**src/sv/ile_pkg.sv**
```systemverilog
// Shared types, codes and default sizes for the indexed list engine.
package ile_pkg;

  // Default sizes of the list store.
  localparam int DEPTH_DEFAULT      = 64;
  localparam int DATA_WIDTH_DEFAULT = 32;

  // Fixed widths of the transaction fields.
  localparam int COMMAND_WIDTH   = 4;
  localparam int POSITION_WIDTH  = 6;
  localparam int WORD_WIDTH      = 32;
  localparam int STATUS_WIDTH    = 3;
  localparam int COUNT_OUT_WIDTH = 7;

  // Command codes.
  typedef enum logic [COMMAND_WIDTH-1:0] {
    CMD_INSERT_AT  = 4'd0,
    CMD_PUSH_FRONT = 4'd1,
    CMD_PUSH_BACK  = 4'd2,
    CMD_REMOVE_AT  = 4'd3,
    CMD_POP_FRONT  = 4'd4,
    CMD_POP_BACK   = 4'd5,
    CMD_READ_AT    = 4'd6,
    CMD_READ_FRONT = 4'd7,
    CMD_READ_BACK  = 4'd8,
    CMD_FIND       = 4'd9
  } command_t;

  // Result status codes.
  typedef enum logic [STATUS_WIDTH-1:0] {
    ST_OK       = 3'd0,
    ST_EMPTY    = 3'd1,
    ST_RANGE    = 3'd2,
    ST_FULL     = 3'd3,
    ST_NOTFOUND = 3'd4
  } status_t;

  // What every cell does with its word on a step of the row.
  typedef enum logic [1:0] {
    CELL_HOLD   = 2'd0,
    CELL_INSERT = 2'd1,
    CELL_REMOVE = 2'd2
  } cell_op_t;

  // Control broadcast along the row of cells.
  typedef struct packed {
    cell_op_t op;
    logic     capture;
  } cell_ctrl_t;

  // Sequencer states.
  typedef enum logic [1:0] {
    FSM_IDLE = 2'd0,
    FSM_EXEC = 2'd1,
    FSM_DONE = 2'd2
  } fsm_t;

endpackage

```
**src/sv/ile_cell.sv**
```systemverilog
// One list cell: holds a word, shifts with its neighbours and flags selection and matches.
module ile_cell #(
  parameter int DATA_WIDTH = 32,
  parameter int PW         = 6,
  parameter int INDEX      = 0
) (
  input  logic                  clk,
  input  ile_pkg::cell_ctrl_t   ctrl,
  input  logic [PW-1:0]         target,
  input  logic [PW-1:0]         count,
  input  logic [DATA_WIDTH-1:0] new_word,
  input  logic [DATA_WIDTH-1:0] left_word,
  input  logic [DATA_WIDTH-1:0] right_word,
  input  logic [DATA_WIDTH-1:0] find_word,
  output logic [DATA_WIDTH-1:0] word,
  output logic [DATA_WIDTH-1:0] sel_word,
  output logic                  hit
);
  import ile_pkg::*;

  localparam logic [PW-1:0] IDX = PW'(INDEX);

  // Shift the stored word to make room or to close a gap, or take the new word at the target.
  always_ff @(posedge clk) begin
    unique case (ctrl.op)
      CELL_INSERT: begin
        if (IDX > target) begin
          word <= left_word;
        end else if (IDX == target) begin
          word <= new_word;
        end
      end
      CELL_REMOVE: begin
        if (IDX >= target) begin
          word <= right_word;
        end
      end
      default: begin
      end
    endcase
  end

  // Capture the old word if selected, and whether it is a live entry that matches the search word.
  always_ff @(posedge clk) begin
    if (ctrl.capture) begin
      sel_word <= (IDX == target) ? word : '0;
      hit      <= (word == find_word) && (IDX < count);
    end
  end

endmodule

```
**config.mk**
```make
export PLATFORM = sky130hd
export DESIGN_NAME = ile_cell
export DESIGN_NICKNAME = d
export VERILOG_FILES = /design/src/sv/ile_pkg.sv /design/src/sv/ile_cell.sv
export SDC_FILE = /design/constraint.sdc
export NUM_CORES = 1
export LEC_CHECK = 0
export BUFFER_PORTS_ARGS = -buffer_cell sky130_fd_sc_hd__buf_2
export CORE_AREA = 4 4 88 90
export DETAILED_ROUTE_END_ITERATION = 7
export DIE_AREA = 0 0 92 94
export PLACE_DENSITY = 0.84
export SYNTH_ARGS = -nofsm -noshare
export SYNTH_HDL_FRONTEND = slang
export SYNTH_SLANG_ARGS = --single-unit
export TNS_END_PERCENT = 1
```
**constraint.sdc**
```tcl
create_clock -name clk -period 5 [get_ports clk]
set_input_delay 0.75 -clock clk [delete_from_list [all_inputs] [get_ports clk]]
set_output_delay 0.75 -clock clk [all_outputs]
set_load 0.05 [all_outputs]
```
# == Word level (Yosys, flattened, before mapping) ==
# Cells that the tools add are included.
# word_totals
out_inout_bits,65
regBits,65
input_bits,144
word_cells,19
# op_classes
n_eq_ne,5
order_cmp,3
muxes,4
n_reduce_logical,4
# ops
op,n
$mux W32,3
$pmux W32 S2,1
$eq A32 B32 Y1,1
$ge A1 B6 Y1 const A,1
$gt A1 B6 Y1 const A,1
$logic_not A6 Y1,1
$lt A1 B6 Y1 const A,1
$ne A3 B3 Y1 const B,1
$reduce_and A3 Y1,1
$eq A2 B1 Y1 const B,1
$eq A2 B2 Y1 const B,1
$ne A2 B2 Y1 const B,1
$reduce_bool A2 Y1,1
$logic_and A1 B1 Y1,1

# == Logic depth before layout (Yosys ltp) ==
# Gate-level depths: netlist (run 1).
# logic_depth
ltp_word,4
ltp_mapped,4
ltp_nobuf,4

# == Worst setup path before layout (run 1) ==
# Ideal clock, no wire load.
# synth_timing
path_type,input -> register
start,in target[1]
end,reg word[0] (enable)
setup_time_ns,0.391
cell_stages,4
n_path_buf,1
arrival_time_ns,2.444
setup_slack_ns,2.165
cell_sequence,or4_4 -> nor3_4 -> buf_6 -> o21a_1
# synth_between
elab_chain_len,3
elab_cells_between_ends,6
cone_classes,order compare: 2; eq/ne: 2; reduce/logical: 2
# synth_lines
element,line_no,source
from (decl),ile_cell.sv:9,"input logic [PW-1:0] target,"
"$gt A1 B6 Y1, or another cell as far along",ile_cell.sv:27,if (IDX > target) begin
$ne A3 B3 Y1 (no source line) or $ne A2 B2 Y1 (tied branches),-,
$reduce_and A3 Y1 (no source line) (*),-,
to (signal assigned),ile_cell.sv:28,word <= left_word;
to (signal assigned),ile_cell.sv:30,word <= new_word;
to (signal assigned),ile_cell.sv:35,word <= right_word;
to (decl),ile_cell.sv:15,"output logic [DATA_WIDTH-1:0] word,"
# Mark *: on every way between the ends. The rest lies on a longest branch, timed or not.
# A chain may end at the register's enable or synchronous reset.

# == Final worst setup path (run 1) ==
# layout_timing
start,in target[1]
end,reg word[31] (enable)
# The elaborated chain is that of the path after synthesis.

==> run_results.csv, run 1 <==
group,metric,value,unit
global_route,grt_pass1_wl,10.82,mm
setup_path,crit_chain,"buf_2 > or4_4 > nor3_4 > buf_4 > o21a_1 > buf_4",
power,switchingPower,0.2557,mW
floorplan,num_rows,31,
status,status,"completed",
setup_path,cp_slowest_cell,"o21a_1",
placement,hpwl,5.758,mm
layout,area_delta_synth_final,38.68,%
placement,io_buffers,176,
detailed_routing,routed_wl,7.194,mm
setup_path,crit_path_frequent_cell,"buf_4",
synthesis,synthAdderAreaFrac,0,
global_route,grt_use_met3,0.02724,
power,power_per_cell_area,278.3,nW/um2
floorplan,num_io_pins,209,
layout,diodes,0,
synthesis,synth_area,2973,um2
floorplan,floorplan.core_area,7059,um2
global_route,gr-usage-met1,0.1714,
detailed_routing,drt-pass1-iter-count,3,
synthesis,synthXorXnorAreaFrac,0.09428,
synthesis,synth_edf_count,65,
min_path,hold_path_class,"flop to flop",
clocking,cts_resized,0,
timing,drv_slew,0,
synthesis,ys_types,18,
layout,fin_nets,512,
power,seqPwrFrac,0.534,
placement,gp_congestion,0.7398,
setup_path,r2r_cells,4,
detailed_routing,drt_iter0_drc,35,
global_route,grt_max_degree,34,
timing,setup-tns-final,0,ns
setup_path,max_stage_delay,0.66,ns
synthesis,synth-seq-cells,65,
power,irDropWorstVdd,128.7,uV
clocking,numCtsBuffers,9,
floorplan,die_y,94,um
timing,finalHoldViolations,0,
floorplan,die_area,8648,um2
synthesis,synth_flop_cell,"edfxtp_1",
global_route,busiest_layer,"met2",
synthesis,syn_avg_cell_area,15.98,um2
timing,min_period_over_period,0.5609,
setup_path,path_class,"primary input to flop",
placement,dpl.cell_count,456,
floorplan,start_util,0.4211,
power,power_leakage,1.838,nW
detailed_routing,vias_per_cell,4.601,
clocking,cts-root-buf,"clkbuf_8",
synthesis,synth_cells,186,
setup_path,critPathCaptureType,"flop",
timing,fmax,356.6,MHz
synthesis,async_flop_share,0,
synthesis,synth-simple-area-share,0.1077,
synthesis,synth-compound-area-share,0.002525,
timing,tightestPinTransition,0.9467,ns
setup_path,critPathRequiredTime,5.01,ns
run,drv_cap,0,
synthesis,ys_warn_count,0,
synthesis,synth_seq_area_share,0.6566,
timing,setup_violations,0,
timing,fin_skew,0.007165,ns
power,clockPowerShare,0.349,
timing,slew_headroom,0.3675,
timing,min_period,2.805,ns
clocking,cts_buffer_depth,2,
detailed_routing,via_count,2167,
synthesis,syn_nets,330,
detailed_routing,ant_nets,0,
global_route,grt_usage,0.1657,
global_route,antenna_found_initial,0,
detailed_routing,route.detailed.drc,0,
power,p_sw_frac,0.2228,
clocking,cts.reportedPaths.clkPinSlew,0.07,ns
timing,timing.final.ws_setup,2.195,ns
clocking,cts_setup_buffers,0,
layout,final_cell_mix,"buf_2 (176), edfxtp_1 (65), and2_1 (32), mux2_1 (29), xor2_1 (28)",
global_route,grt-ovfl-total,0,
min_path,hold_depth,1,
floorplan,fp.dieW,92,um
setup_path,cp_max_fo,33,
synthesis,synth.mux.area_fraction,0.1212,
setup_path,r2r_setup_slack,3.27,ns
clocking,clock-sinks,65,
setup_path,crit_path_start_kind,"primary input",
global_route,grt_pass1_vias,2264,
power,p_comb_frac,0.117,
synthesis,synth_top_family_by_area,"multiplexers",
clocking,cts_hold_buf,0,
layout,drive_gt1_frac,0.5269,
detailed_routing,avgRoutedWirePerCell,15.27,um
layout,final_common_cell,"buf_2",
clocking,cts_tree,"yes",
timing,rsz0062_at_grt,"false",
clocking,htreeDepth,3,
global_route,grtUsageMet2,0.3127,
placement,dp_slack,1.795,ns
power,intPower,0.8919,mW
layout,instances_no_fill,471,
clocking,insertion_delay,0.32,ns
setup_path,critPathArrivalTime,2.81,ns
==> worst paths after layout <==
| path | to | startpoint |
|---|---|---|
| setup / recovery | word[31] | target[1] |
| hold / removal | sel_word[21] | word[21] |
| setup reg to reg | hit | word[24] |
| hold reg to reg | sel_word[21] | word[21] |
==> sequential cells by signal (all words and copies together), names as in the netlist <==
register / cells
word: 32
sel_word: 32
hit: 1
==> through the flow <==
stage               utilization  hold slack (ns)  instance area (um2)  power, mW
finish                   0.5840           0.5942                 4123      1.148
CTS                      0.5840           0.6010                 4123      1.163
global route             0.5840           0.6293                 4123      1.196
detailed placement       0.5592           0.5876                 3948     0.7605
floorplan                     -           0.8625                 2973     0.6942
global placement         0.5592           0.5848                 3948     0.7552
==> synth_stat cells, types with 2 or more instances <==
library cell | n | share of area
and2_1 | 32 | 0.067
buf_2 | 3 | 0.0050
buf_6 | 3 | 0.011
edfxtp_1 | 65 | 0.66
mux2_1 | 29 | 0.11
mux2_2 | 3 | 0.011
nand4_1 | 2 | 0.0042
nor2b_1 | 2 | 0.0042
nor4_1 | 8 | 0.017
xnor2_1 | 4 | 0.012
xor2_1 | 28 | 0.082
==> power groups by stage <==
stage | Sequential (mW) | Clock (mW) | Combinational [mW]
detailed placement | 0.625 | 0 | 0.135
floorplan | 0.659 | 0 | 0.0351
global placement | 0.625 | 0 | 0.130
finish | 0.613 | 0.400 | 0.134
CTS | 0.613 | 0.413 | 0.136
global route | 0.614 | 0.436 | 0.145
==> cell type report <==
type                       count  area [um2]
fill                         606        2937
sequential                    65        1952
multi-input combinational    114       975.9
timing repair buffer         178       895.9
clock buffer                  10       127.6
tap                           99       123.9
clock inverter                 5       47.55
==> critical path: cells and delay by family <==
| kind | cells | cell delay [ns] |
|---|---|---|
| AO/OA/AOI/OAI | 1 | 0.66 |
| buffers and inverters | 3 | 0.75 |
| AND/OR/NAND/NOR | 2 | 0.64 |
==> routing by layer <==
metal | part of all wire | wire [um] | up-vias
li1 | - | - | 1044
met1 | 0.35 | 2512 | 1015
met2 | 0.56 | 4044 | 90
met3 | 0.055 | 398 | 18
met4 | 0.033 | 239 | 0
met5 | 0 | 0 | -
==> cells by family after synthesis <==
| logic type | Yosys count |
|---|---|
| muxes | 32 |
| DFF | 65 |
| AOI/OAI and AO/OA | 1 |
| buffers and inverters | 7 |
| xor gates and xnor gates | 32 |
| and+or+nand+nor | 49 |
Note: power is estimated with default switching activity, not from simulation.
==> inputs of run 2 (changes only) <==
--- a/config.mk
+++ b/config.mk
@@ -6,10 +6,10 @@
 export NUM_CORES = 1
 export LEC_CHECK = 0
 export BUFFER_PORTS_ARGS = -buffer_cell sky130_fd_sc_hd__buf_2
-export CORE_AREA = 4 4 88 90
+export CORE_AREA = 4 4 95 97
 export DETAILED_ROUTE_END_ITERATION = 7
-export DIE_AREA = 0 0 92 94
-export PLACE_DENSITY = 0.84
+export DIE_AREA = 0 0 99 101
+export PLACE_DENSITY = 0.76
 export SYNTH_ARGS = -nofsm -noshare
 export SYNTH_HDL_FRONTEND = slang
 export SYNTH_SLANG_ARGS = --single-unit
==> constraint.sdc (replaced) <==
create_clock -name clk -period 2.4 [get_ports clk]
set_input_delay 0.36 -clock clk [delete_from_list [all_inputs] [get_ports clk]]
set_output_delay 0.36 -clock clk [all_outputs]
set_load 0.05 [all_outputs]
==> run 2 against run 1 <==
Against the previous run: cell area increased by 0.94%; first-iteration DRC count decreased by 17%; count of clock-buffer cells in the layout increased by 1; worst hold slack got worse by 0.28 ns; via count decreased by 1.8%; sequential share of layout area decreased by 0.44 points; routed wire length increased by 4.0%; register-to-register slack got worse by 2.5 ns; clock skew decreased by 0.0026 ns; global-route usage decreased by 2.0 points.
==> run_results.csv, run 2 (synthesis results as in run 1) <==
group,metric,value,unit
global_route,grt_max_degree,34,
layout,top_regs,"sel_word x32, word x32, hit x1",
clocking,cts_buffer_depth,2,
global_route,grt_pass1_vias,2264,
global_route,grt_pass1_wl,10.90,mm
clocking,cts_resized,0,
detailed_routing,vias_per_cell,4.435,
run,drv_cap,0,
setup_path,critPathRequiredTime,2.56,ns
clocking,cts_tree,"yes",
power,power_leakage,1.852,nW
layout,diodes,0,
power,power_per_cell_area,580.9,nW/um2
layout,fin_nets,514,
layout,regArea,1952,um2
setup_path,r2r-start,"word[21]",
layout,final_common_cell,"buf_2",
detailed_routing,avgRoutedWirePerCell,15.58,um
timing,finalHoldViolations,0,
setup_path,r2r_setup_slack,0.78,ns
clocking,cts_hold_buf,0,
floorplan,floorplan.core_area,8134,um2
placement,gp_congestion,0.7691,
layout,final_cell_mix,"buf_2 (176), edfxtp_1 (65), and2_1 (32), mux2_1 (29), xor2_1 (28)",
floorplan,die_y,101,um
setup_path,path_class,"flop to flop",
clocking,htreeDepth,3,
timing,slew_headroom,0.4952,
detailed_routing,via_count,2129,
layout,multi_input_area,977.2,um2
clocking,cts.reportedPaths.clkPinSlew,0.07,ns
layout,drive_gt1_frac,0.5280,
global_route,grt_usage,0.1454,
detailed_routing,route.detailed.drc,0,
timing,timing.final.ws_setup,0.7848,ns
global_route,antenna_found_initial,0,
setup_path,cp_max_fo,3,
layout,area_delta_synth_final,39.98,%
setup_path,critPathArrivalTime,1.77,ns
detailed_routing,ant_nets,0,
setup_path,crit-reg2reg-capture,"hit",
layout,n_fill_cell,747,
floorplan,fp.dieW,99,um
clocking,cts_setup_buffers,0,
timing,tightestPinTransition,0.7573,ns
setup_path,r2r_cells,4,
min_path,hold_path_class,"primary input to flop",
floorplan,start_util,0.3655,
global_route,grt-ovfl-total,0,
clocking,cts-root-buf,"clkbuf_8",
timing,min_period,1.615,ns
min_path,hold_depth,2,
placement,io_buffers,176,
timing,setup_violations,0,
detailed_routing,routed_wl,7.480,mm
layout,final_area,4161,um2
min_path,hold_start,"new_word[18]",
timing,fmax,619.1,MHz
detailed_routing,drt_iter0_drc,29,
power,power,2.418,mW
clocking,numCtsBuffers,9,
floorplan,num_io_pins,209,
placement,place_area,3984,um2
setup_path,crit_path_start_kind,"flop",
clocking,clock-sinks,65,
floorplan,die_area,9999,um2
placement,dp_slack,0.5020,ns
timing,rsz0062_at_grt,"false",
timing,fin_skew,0.004589,ns
min_path,min_to,"word[18]",
status,status,"completed",
placement,hpwl,5.874,mm
timing,min_period_over_period,0.6730,
timing,drv_slew,0,
power,irDropWorstVdd,357.0,uV
clocking,insertion_delay,0.33,ns
floorplan,num_rows,33,
detailed_routing,drt-pass1-iter-count,6,
setup_path,critPathCaptureType,"flop",
timing,setup-tns-final,0,ns
==> run 2: cell count changes in the layout (fill, tap and decap cells not counted), sizes merged <==
| cell | before | now |
|---|---|---|
| buf | 178 | 180 |
| clkbuf | 10 | 11 |
==> run 2: worst max-delay path by stage <==
stage	startpoint	endpoint	slack, ns	cells past startpoint
floorplan	target[1]	word[0]	0.27	4
global placement	target[1]	word[11]	0.53	5
detailed placement	target[1]	word[17]	0.50	5
CTS	word[21]	hit	0.77	4
global route	word[7]	hit	0.65	4
finish	word[21]	hit	0.78	4
==> run 2: final cells by class <==
type                    count  share of cell area
clock buffers              11             0.03157
clock inverters             5             0.01112
multi-input cells         114              0.2348
flip-flops and latches     65              0.4690
well taps                 105             0.03157
repair buffers            180              0.2219
==> run 2: power by group <==
part | total, mW | switching [mW] | internal (mW)
registers | 1.28 | 0.00649 | 1.27
logic | 0.284 | 0.158 | 0.126
clock network | 0.856 | 0.388 | 0.468
total | 2.42 | 0.552 | 1.87
==> run 2: per-layer routing <==
| layer | track usage | share of wire | wire length [um] | vias up |
|---|---|---|---|---|
| met4 | 0.05672 | 0.011 | 83 | 0 |
| met5 | 0 | 0 | 0 | - |
| li1 | - | - | - | 1054 |
| met1 | 0.1508 | 0.36 | 2724 | 968 |
| met2 | 0.2670 | 0.53 | 3985 | 98 |
| met3 | 0.05190 | 0.092 | 687 | 9 |
==> run 2: metrics by stage <==
stage          hold slack (ns)    util  instances
6_report                0.3117  0.5116        480
5_1_grt                 0.2945  0.5116        480
4_1_cts                 0.2864  0.5116        480
3_5_place_dp            0.5848  0.4898        464
3_3_place_gp            0.5729  0.4898        464
2_1_floorplan           0.4725       -        186
==> run 2: critical path, stage by stage (launching register included) <==
cell      delay (ns)
edfxtp_1        0.43
xor2_1          0.16
nor4_1          0.45
nand3_1         0.17
nor4_1          0.23
